[config.mk]
export PLATFORM = sky130hd
export DESIGN_NAME = overlap_box_merge_table_core
export DESIGN_NICKNAME = d
export VERILOG_FILES = /design/src/rtl/core/obmt_pkg.sv /design/src/rtl/core/obmt_box_cmp.sv /design/src/rtl/core/overlap_box_merge_table_core.sv
export SDC_FILE = /design/constraint.sdc
export NUM_CORES = 2
export LEC_CHECK = 0
export BUFFER_PORTS_ARGS = -buffer_cell sky130_fd_sc_hd__buf_2
export CORE_AREA = 10 10 780 782
export CTS_CLUSTER_SIZE = 28
export DETAILED_ROUTE_END_ITERATION = 6
export DIE_AREA = 0 0 790 792
export MAX_ROUTING_LAYER = met4
export PLACE_DENSITY = 0.47
export SYNTH_ARGS = -nofsm -noshare
export SYNTH_HDL_FRONTEND = slang
export SYNTH_SLANG_ARGS = --single-unit
[constraint.sdc]
create_clock -name clk -period 10.2 [get_ports clk]
set_input_delay 0.51 -clock clk [delete_from_list [all_inputs] [get_ports clk]]
set_output_delay 0.51 -clock clk [all_outputs]
set_load 0.02 [all_outputs]
[src/rtl/core/obmt_pkg.sv]
`default_nettype none

package obmt_pkg;

	localparam int MAX_BOXES  = 64;
	localparam int COORD_BITS = 12;
	localparam int IDX_W      = $clog2(MAX_BOXES);
	localparam int CNT_W      = $clog2(MAX_BOXES + 1);
	localparam int AREA_W     = 2 * COORD_BITS;

	localparam logic KIND_OFFER = 1'b0;
	localparam logic KIND_FLUSH = 1'b1;

	typedef logic [COORD_BITS-1:0] coord_t;

	typedef struct packed {
		coord_t x;
		coord_t y;
		coord_t w;
		coord_t h;
	} box_t;

	// result of comparing an offered/candidate box against one stored entry
	typedef struct packed {
		logic overlap;
		logic larger;
		logic same;
	} cmp_t;

endpackage

`default_nettype wire

[src/rtl/core/obmt_box_cmp.sv]
`default_nettype none

module obmt_box_cmp import obmt_pkg::*; (
	input  wire box_t                a,
	input  wire logic [AREA_W-1:0]   a_area,
	input  wire box_t                b,
	output cmp_t                     res
);

	logic [COORD_BITS:0] ax2, bx2, ay2, by2;
	logic [COORD_BITS:0] x1, x2, y1, y2;
	logic [AREA_W-1:0]   b_area;

	always_comb begin
		ax2 = {1'b0, a.x} + {1'b0, a.w};
		bx2 = {1'b0, b.x} + {1'b0, b.w};
		ay2 = {1'b0, a.y} + {1'b0, a.h};
		by2 = {1'b0, b.y} + {1'b0, b.h};
		x1  = (a.x > b.x) ? {1'b0, a.x} : {1'b0, b.x};
		y1  = (a.y > b.y) ? {1'b0, a.y} : {1'b0, b.y};
		x2  = (ax2 < bx2) ? ax2 : bx2;
		y2  = (ay2 < by2) ? ay2 : by2;
		b_area = b.w * b.h;
		res.overlap = (x2 > x1) && (y2 > y1);
		res.larger  = a_area > b_area;
		res.same    = (a == b);
	end

endmodule

`default_nettype wire

[src/rtl/core/overlap_box_merge_table_core.sv]
// Offer: into an empty table the box is written straight to entry 0; otherwise every
// table entry is read, one per cycle, through the single read port of the box memory.
// Flush: on an empty table it goes straight to the final output; otherwise each entry i
// is checked against all earlier entries, one read per cycle, and output stalls can hold it.
// One item at a time; in_ready is high only when no item is in progress.
// Reset clears the entry count, overflow flag and output valid; box memory is not cleared.
`default_nettype none

module overlap_box_merge_table_core import obmt_pkg::*; (
	input  wire  logic              clk,
	input  wire  logic              arst_n,
	input  wire  logic              in_valid,
	output logic                    in_ready,
	input  wire  logic              kind,
	input  wire  logic [COORD_BITS-1:0] box_x,
	input  wire  logic [COORD_BITS-1:0] box_y,
	input  wire  logic [COORD_BITS-1:0] box_w,
	input  wire  logic [COORD_BITS-1:0] box_h,
	output logic                    out_valid,
	input  wire  logic              out_ready,
	output logic [COORD_BITS-1:0]   out_x,
	output logic [COORD_BITS-1:0]   out_y,
	output logic [COORD_BITS-1:0]   out_w,
	output logic [COORD_BITS-1:0]   out_h,
	output logic                    box_valid,
	output logic                    last_box,
	output logic                    overflowed
);

	localparam logic [2:0] S_IDLE  = 3'd0;
	localparam logic [2:0] S_OSCAN = 3'd1;
	localparam logic [2:0] S_FI    = 3'd2;
	localparam logic [2:0] S_FC    = 3'd3;
	localparam logic [2:0] S_FJ    = 3'd4;
	localparam logic [2:0] S_FE    = 3'd5;
	localparam logic [2:0] S_FL    = 3'd6;

	box_t mem [MAX_BOXES];
	box_t rdata_q;

	logic [2:0]        state_q;
	logic [CNT_W-1:0]  count_q;
	logic              ovf_q;
	logic [CNT_W-1:0]  sc_q;
	logic [CNT_W-1:0]  i_q;
	logic              pend_q;
	logic [IDX_W-1:0]  pidx_q;
	logic              hit_q;
	logic              seen_q;
	logic              hold_bv_q;
	logic              ov_q;

	box_t              nb_q;
	logic [AREA_W-1:0] na_q;
	box_t              cand_q;
	box_t              hold_q;
	box_t              obox_q;
	logic              obv_q;
	logic              olast_q;
	logic              oovf_q;

	box_t              in_box;
	box_t              ref_box;
	box_t              wdata;
	cmp_t              cmp;
	logic              acc;
	logic              slot_free;
	logic              scan_go;
	logic [CNT_W-1:0]  limit;
	logic [CNT_W-1:0]  i_nxt;
	logic              we;
	logic [IDX_W-1:0]  waddr;
	logic [IDX_W-1:0]  raddr;
	logic              push;
	logic              push_last;
	logic              fe_adv;
	logic              o_done;
	logic              full;

	assign in_box    = '{x: box_x, y: box_y, w: box_w, h: box_h};
	assign in_ready  = (state_q == S_IDLE);
	assign acc       = in_valid && in_ready;
	assign slot_free = !ov_q || out_ready;
	assign ref_box   = (state_q == S_OSCAN) ? nb_q : cand_q;
	assign limit     = (state_q == S_OSCAN) ? count_q : i_q;
	assign scan_go   = sc_q < limit;
	assign i_nxt     = i_q + CNT_W'(1);
	assign full      = count_q >= CNT_W'(MAX_BOXES);
	assign o_done    = !scan_go && !pend_q;
	assign fe_adv    = seen_q || !hold_bv_q || slot_free;

	obmt_box_cmp u_cmp (
		.a      (ref_box),
		.a_area (na_q),
		.b      (rdata_q),
		.res    (cmp)
	);

	always_comb begin
		raddr     = '0;
		we        = 1'b0;
		waddr     = '0;
		wdata     = nb_q;
		push      = 1'b0;
		push_last = 1'b0;
		unique case (state_q)
			S_IDLE: begin
				// first box into an empty table goes straight to entry 0
				if (acc && kind == KIND_OFFER && count_q == '0) begin
					we    = 1'b1;
					wdata = in_box;
				end
			end
			S_OSCAN: begin
				raddr = sc_q[IDX_W-1:0];
				if (pend_q && cmp.overlap && cmp.larger) begin
					we    = 1'b1;
					waddr = pidx_q;
				end else if (o_done && !hit_q && !full) begin
					we    = 1'b1;
					waddr = count_q[IDX_W-1:0];
				end
			end
			S_FI: begin
				raddr = i_q[IDX_W-1:0];
			end
			S_FC: begin
			end
			S_FJ: begin
				raddr = sc_q[IDX_W-1:0];
			end
			S_FE: begin
				push = !seen_q && hold_bv_q && slot_free;
			end
			S_FL: begin
				push      = slot_free;
				push_last = 1'b1;
			end
			default: begin
			end
		endcase
	end

	always_ff @(posedge clk) begin
		if (we) begin
			mem[waddr] <= wdata;
		end
		rdata_q <= mem[raddr];
	end

	always_ff @(posedge clk or negedge arst_n) begin
		if (!arst_n) begin
			state_q   <= S_IDLE;
			count_q   <= '0;
			ovf_q     <= 1'b0;
			sc_q      <= '0;
			i_q       <= '0;
			pend_q    <= 1'b0;
			pidx_q    <= '0;
			hit_q     <= 1'b0;
			seen_q    <= 1'b0;
			hold_bv_q <= 1'b0;
			ov_q      <= 1'b0;
		end else begin
			if (push) begin
				ov_q <= 1'b1;
			end else if (out_ready) begin
				ov_q <= 1'b0;
			end
			unique case (state_q)
				S_IDLE: begin
					if (acc) begin
						if (kind == KIND_FLUSH) begin
							hold_bv_q <= 1'b0;
							i_q       <= '0;
							state_q   <= (count_q == '0) ? S_FL : S_FI;
						end else if (count_q == '0) begin
							count_q <= CNT_W'(1);
						end else begin
							sc_q    <= '0;
							pend_q  <= 1'b0;
							hit_q   <= 1'b0;
							state_q <= S_OSCAN;
						end
					end
				end
				S_OSCAN: begin
					if (scan_go) begin
						sc_q <= sc_q + CNT_W'(1);
					end
					pend_q <= scan_go;
					pidx_q <= sc_q[IDX_W-1:0];
					if (pend_q && (cmp.overlap || cmp.same)) begin
						hit_q <= 1'b1;
					end
					if (o_done) begin
						if (!hit_q) begin
							if (full) begin
								ovf_q <= 1'b1;
							end else begin
								count_q <= count_q + CNT_W'(1);
							end
						end
						state_q <= S_IDLE;
					end
				end
				S_FI: begin
					state_q <= S_FC;
				end
				S_FC: begin
					sc_q    <= '0;
					pend_q  <= 1'b0;
					seen_q  <= 1'b0;
					state_q <= S_FJ;
				end
				S_FJ: begin
					if (scan_go) begin
						sc_q <= sc_q + CNT_W'(1);
					end
					pend_q <= scan_go;
					if (pend_q && cmp.same) begin
						seen_q <= 1'b1;
					end
					if (o_done) begin
						state_q <= S_FE;
					end
				end
				S_FE: begin
					// the held box goes out only once a later distinct box shows it is not last
					if (fe_adv) begin
						if (!seen_q) begin
							hold_bv_q <= 1'b1;
						end
						i_q     <= i_nxt;
						state_q <= (i_nxt == count_q) ? S_FL : S_FI;
					end
				end
				S_FL: begin
					if (slot_free) begin
						count_q <= '0;
						state_q <= S_IDLE;
					end
				end
				default: begin
					state_q <= S_IDLE;
				end
			endcase
		end
	end

	always_ff @(posedge clk) begin
		if (acc) begin
			nb_q <= in_box;
			na_q <= box_w * box_h;
			if (kind == KIND_FLUSH) begin
				hold_q <= '0;
			end
		end
		if (state_q == S_FC) begin
			cand_q <= rdata_q;
		end
		if (state_q == S_FE && fe_adv && !seen_q) begin
			hold_q <= cand_q;
		end
		if (push) begin
			obox_q  <= hold_q;
			obv_q   <= hold_bv_q;
			olast_q <= push_last;
			oovf_q  <= ovf_q;
		end
	end

	assign out_valid  = ov_q;
	assign out_x      = obox_q.x;
	assign out_y      = obox_q.y;
	assign out_w      = obox_q.w;
	assign out_h      = obox_q.h;
	assign box_valid  = obv_q;
	assign last_box   = olast_q;
	assign overflowed = oovf_q;

endmodule

`default_nettype wire
---- After elaboration in Yosys (flattened, before gate mapping) ----
Memories as Yosys holds them, arrays and structs flattened. A register that Yosys moved wholly into a read port is not among the register bits.
Index checks and enable logic that the tools add are counted.
storage, ports and cells
  register bits ........................... 255
  RAM bits ................................ 3072
  output and inout port bits .............. 53
  memories kept ........................... 1
operators by class
  $add $sub $neg .......................... 7
  $mul .................................... 2
  magnitude comparators ................... 9
  equal/unequal tests ..................... 24
  muxes and demuxes ....................... 65
  bitwise operators ....................... 2
  reduce and logical (&&, ||, !) cells .... 47
memory list
  memory  words  width  rd ports  clocked after memory_dff  wr ports  line                                source
  mem     64     48     1         1                         1         overlap_box_merge_table_core.sv:38  box_t mem [MAX_BOXES];
operator list
  cell                   count
  $mux W48               6
  $mux W7                15
  $add A12 B12 Y13       4
  $eq A48 B48 Y1         1
  $mul A12 B12 Y24       2
  $pmux W7 S3            2
  $mux W3                9
  $gt A13 B13 Y1         2
  $lt A13 B13 Y1         2
  $mux W13               2
  $gt A12 B12 Y1         2
  $gt A24 B24 Y1         1
  $mux W12               2
  $add A7 B1 Y7 const B  3
  $pmux W3 S7            1
  $ne A2 B2 Y1 const B   10
  $mux W6                3
  $mux W1                17
  $logic_and A1 B1 Y1    15
  $reduce_and A5 Y1      3
  $pmux W7 S2            1
  $pmux W6 S2            1
  $reduce_and A4 Y1      3
  $reduce_bool A2 Y1     6
  other kinds (20)       43

---- Logic depth before layout (Yosys ltp) ----
  word-level depth ........................ 13
  gate-level depth with buffers ........... 39
  depth with buffers taken out ............ 33

---- Cells and area by module ----
Synthesis repeated with hierarchy kept, for this count alone.
unflattened totals
  cell total of the unflattened synthesis .. 10515
  area total of the unflattened synthesis .. 145278.1 sq um
modules (own cells, without submodules)
  module                        instances  cells each  area an instance (sq um)  seq. area each (sq um)
  overlap_box_merge_table_core  1          9333        135633.8                  100686.6
  obmt_box_cmp                  1          1182        9644.2                    0.0

---- Worst setup path before layout ----
No wires, ideal clock.
  path type ............................... reg2reg
  start ................................... reg, netlist name rdata_q[21]
  end ..................................... mem mem[46][0] (netlist bit) (enable)
  library setup time ...................... 0.481 ns
  arrival ................................. 9.658 ns
  required time ........................... 9.719 ns
  path slack .............................. 0.060 ns
  stages on the path, launching flop included .. 30
  cells stage by stage .................... dfxtp_1 clkbuf_1 nand2_1 fa_1 fa_1 inv_1 fa_1 fa_1 inv_1 fa_1 inv_1 ha_1 a21o_1 a21o_1 a41o_1 o311ai_0 a21oi_1 a211o_1 a21oi_1 xnor2_1 ha_1 nand4_1 a21oi_1 a211oi_1 o21ai_0 nand3_1 nor2_1 a32o_1 o21ai_2 nor4_2
on the way
  word-level cells in the longest chain between the ends .. 11
RTL lines
  what                                                                      line                                 source
  parallel branches: the longest is 6 deep, another holds $mul A12 B12 Y24  -
  $logic_and A1 B1 Y1 *                                                     overlap_box_merge_table_core.sv:116  if (pend_q && cmp.overlap && cmp.larger) begin
  $mux W1                                                                   overlap_box_merge_table_core.sv:116
  $pmux W1 S2                                                               overlap_box_merge_table_core.sv:106  unique case (state_q)
  $mux W1                                                                   overlap_box_merge_table_core.sv:145  if (we) begin
  $mux W1 (implied by the code)                                             overlap_box_merge_table_core.sv:146  mem[waddr] <= wdata;
  end: declaration                                                          overlap_box_merge_table_core.sv:38
Every way passes the cells marked *.

---- Final worst setup path ----
  start ................................... reg, netlist name rdata_q[14]
  end ..................................... mem mem[54][34] (netlist bit) (enable)
on the way
  word-level cells in the longest chain between the ends .. 11
RTL lines
  what                                                                      line
  parallel branches: the longest is 6 deep, another holds $mul A12 B12 Y24  -
  $logic_and A1 B1 Y1 *                                                     overlap_box_merge_table_core.sv:116
  $mux W1                                                                   overlap_box_merge_table_core.sv:116
  $pmux W1 S2                                                               overlap_box_merge_table_core.sv:106
  $mux W1                                                                   overlap_box_merge_table_core.sv:145
  $mux W1 (implied by the code)                                             overlap_box_merge_table_core.sv:146
Marked as above.

==> results.yml <==
run_status:
  status: "completed"
synthesis:
  synth_most_common_cell: "nand2_1"
  synth_fp_nets: 12500
  syn_inst: 12000
  synth-main-ff-cell: "edfxtp_1"
  synthArstFlopShare_pct: 1.07
  synth_area_leader_cell: "edfxtp_1"
  yosysWarningCount: 0
  synth.avg_cell_area_um2: 12.3
  yosysTopAreaCellShare_pct: 67.0
  yosys-top-cells-area: "edfxtp_1, nand2_1, nand3_1"
  yosysSeqAreaShare_pct: 68.3
  ys_types: 89
  synth_commonest_cells: "nand2_1, edfxtp_1, nand3_1"
  ys_seq_elements: 3375
  syn_area_um2: 147000
  synth_enable_flop_cells: 3291
worst_setup_path:
  end_kind: "flip-flop"
  critPathMaxFanout: 28
  critPathMaxStageDelay_ns: 0.86
  critical-path-top-delay-family: "adder cells"
  slowest_stage: "nor2_4"
  critPathKind: "reg2reg"
  rr_worst_depth: 30
  setup.worst_path.start_class: "flip-flop"
  cp.arrival_ns: 10.10
  critPathBufInv: 5
  worstPathRequired_ns: 10.80
  crit_cells: 30
power:
  p_clk_share_pct: 21.0
  vdd_ir_drop_max_v: 0.00148
  p_int_mw: 35.9
  p_per_area_nw_per_um2: 361
  netSwitchingFraction_pct: 41.7
  p_comb_share_pct: 51.0
  p_seq_share_pct: 28.0
  total_leakage_power_nw: 59.2
  p_sw_mw: 25.7
cells_and_area:
  area_delta_synth_final_pct: 15.6
  fillers: 60300
  nets: 12600
  drive_above_1_share_pct: 9.05
min_path:
  min_path_type: "in2reg"
  holdPathStages: 1
floorplan:
  coreArea_um2: 592000
  dieArea_um2: 626000
  die_w_um: 790
  fp.dieH_um: 792
  core.rowCount: 283
  pin_count: 106
  initial_core_util_pct: 24.9
run:
  drv_cap: 0
routing:
  drc_errors: 0
  wl_mm: 475
  vias: 96400
  via_per_inst: 4.79
  drt_pre_antenna_iters: 7
  drtAntennaViolNets: 0
  drtIter0Drc: 10200
  wl_per_cell_um: 23.6
sta:
  fin_skew_ns: 0.0798
  finalSetupViolCount: 0
  finalCriticalPeriod_ns: 9.50
  setup_tns_ns: 0
  tightest_slew_ns: 1.34
  hold_viol: 0
  slew_headroom_pct: 9.98
  rsz0062_at_grt: "false"
  fmax_mhz: 105
  slew_viol_final: 0
  worst_slack_ns: 0.696
  period_share_pct: 93.2
placement:
  io_buffers: 105
  gp_congestion: 0.842
  pre_cts_slack_ns: 0.566
  hpwl_mm: 290
grt:
  grt_start_max_net_pins: 147
  track_usage_pct: 14.9
  grt_overflow: 0
  grt_pass1_vias: 91200
  grt_antenna_before_repair: 50
  grt_pass1_wl_mm: 683
clock_tree:
  cts_buffers: 356
  cts-htree-levels: 5
  clk_path_buf_depth: 4
  insertion_delay_ns: 1.00
  clk_pin_slew_ns: 0.06
  clockRootBuffer: "clkbuf_16"
  cts_tree: "built"
  clock_sinks: 3375
[worst register-to-register path: cells and delay by family (launching register included)]
kind	cells	cell delay, ns
adder cells (fa/ha/maj)	7	3.00
AO/OA/AOI/OAI	13	2.96
AND/OR/NAND/NOR	4	1.43
buffers and inverters	5	0.89
flip-flops	1	0.68
XOR/XNOR	1	0.18
[sequential cells by signal, indices dropped and copies added (netlist names), 3 cells and up]
name / count
sc_q: 7
cand_q: 48
mem: 3072
state_q: 3
out_w: 12
hold_q: 48
out_x: 12
nb_q: 48
out_h: 12
pidx_q: 6
na_q: 24
count_q: 7
out_y: 12
i_q: 7
rdata_q: 48
[cell usage in the layout (no fill, tap or decap), drive strengths merged, types with 52 or more instances in the layout]
cell,netlist,layout
a211oi,52,52
a21oi,193,193
a311oi,480,480
a31oi,102,102
and2,119,119
and3,250,250
buf,199,428
clkbuf,572,441
clkinv,1,142
edfxtp,3291,3291
fa,204,204
ha,281,281
inv,326,343
mux2,59,59
nand2,3449,3449
nand3,1564,1564
nor2,165,165
o21ai,115,115
xnor2,66,66
[path summary, 6_finish.rpt]
path                                   from          end  slack (ns)
max in group asynchronous            arst_n      sc_q[0]        9.51
min in group asynchronous            arst_n    out_valid        0.21
worst max-delay path            rdata_q[14]  mem[54][34]        0.70
worst min-delay path               box_h[3]      nb_q[3]        0.07
worst max register to register  rdata_q[14]  mem[54][34]        0.70
worst min register to register   hold_q[25]     out_y[1]        0.42
[per-stage QoR]
| step | cell area, µm² | instances | util, % | hold WS (ns) | power [mW] |
|---|---|---|---|---|---|
| 2_1_floorplan | 147000 | 12000 | - | 0.214 | 38.7 |
| 3_3_place_gp | 159000 | 19500 | 26.8 | 0.401 | 49.1 |
| 3_5_place_dp | 159000 | 19500 | 26.8 | 0.405 | 48.5 |
| 4_1_cts | 170000 | 20100 | 28.8 | 0.00194 | 61.6 |
| 5_1_grt | 170000 | 20100 | 28.8 | 0.0253 | 66.1 |
| 6_report | 170000 | 20100 | 28.8 | 0.0675 | 61.6 |
[area by class of cell]
type,count,area (µm²),share of cell area [%]
inverters,327,1230,0.721
clock inverters,198,1910,1.12
repair buffers,468,4090,2.40
clock buffers,441,9420,5.53
flip-flops and latches,3375,101000,59.1
well taps,7837,9810,5.75
multi-input cells,7487,43300,25.4
diodes,15,37.5,0.0220
[power groups by stage]
stage               Combinational, mW  Clock, mW  Sequential (mW)
floorplan                        21.4          0             17.3
global placement                 31.5          0             17.5
detailed placement               30.9          0             17.5
CTS                              31.1       13.2             17.2
global route                     35.1       13.7             17.3
finish                           31.4       12.9             17.2
[logic make-up after synthesis]
group                    share of synthesized area [%]
flip-flops                                        68.3
multiplexers                                     0.691
XOR/XNOR                                         0.635
AO/OA/AOI/OAI                                     5.67
AND/OR/NAND/NOR                                   16.7
buffers and inverters                             2.90
adder cells (fa/ha/maj)                           5.15
[timing repair]
| action | in CTS | in global routing |
|---|---|---|
| setup buffers | 0 | 0 |
| resized for setup | 0 | 2 |
| hold endpoints to repair | 75 | 0 |
| setup endpoints to repair | 0 | 21 |
| hold buffers | 40 | 0 |
[per-layer routing]
layer / wire (µm) / vias to the layer above / GRT usage [%]
met4: 7920 / 0 / 2.62
met2: 207000 / 3149 / 21.7
met3: 32100 / 463 / 2.13
met5: 0 / - / -
li1: - / 43500 / -
met1: 228000 / 49300 / 22.2
Note: power is estimated with default switching activity, not from simulation.
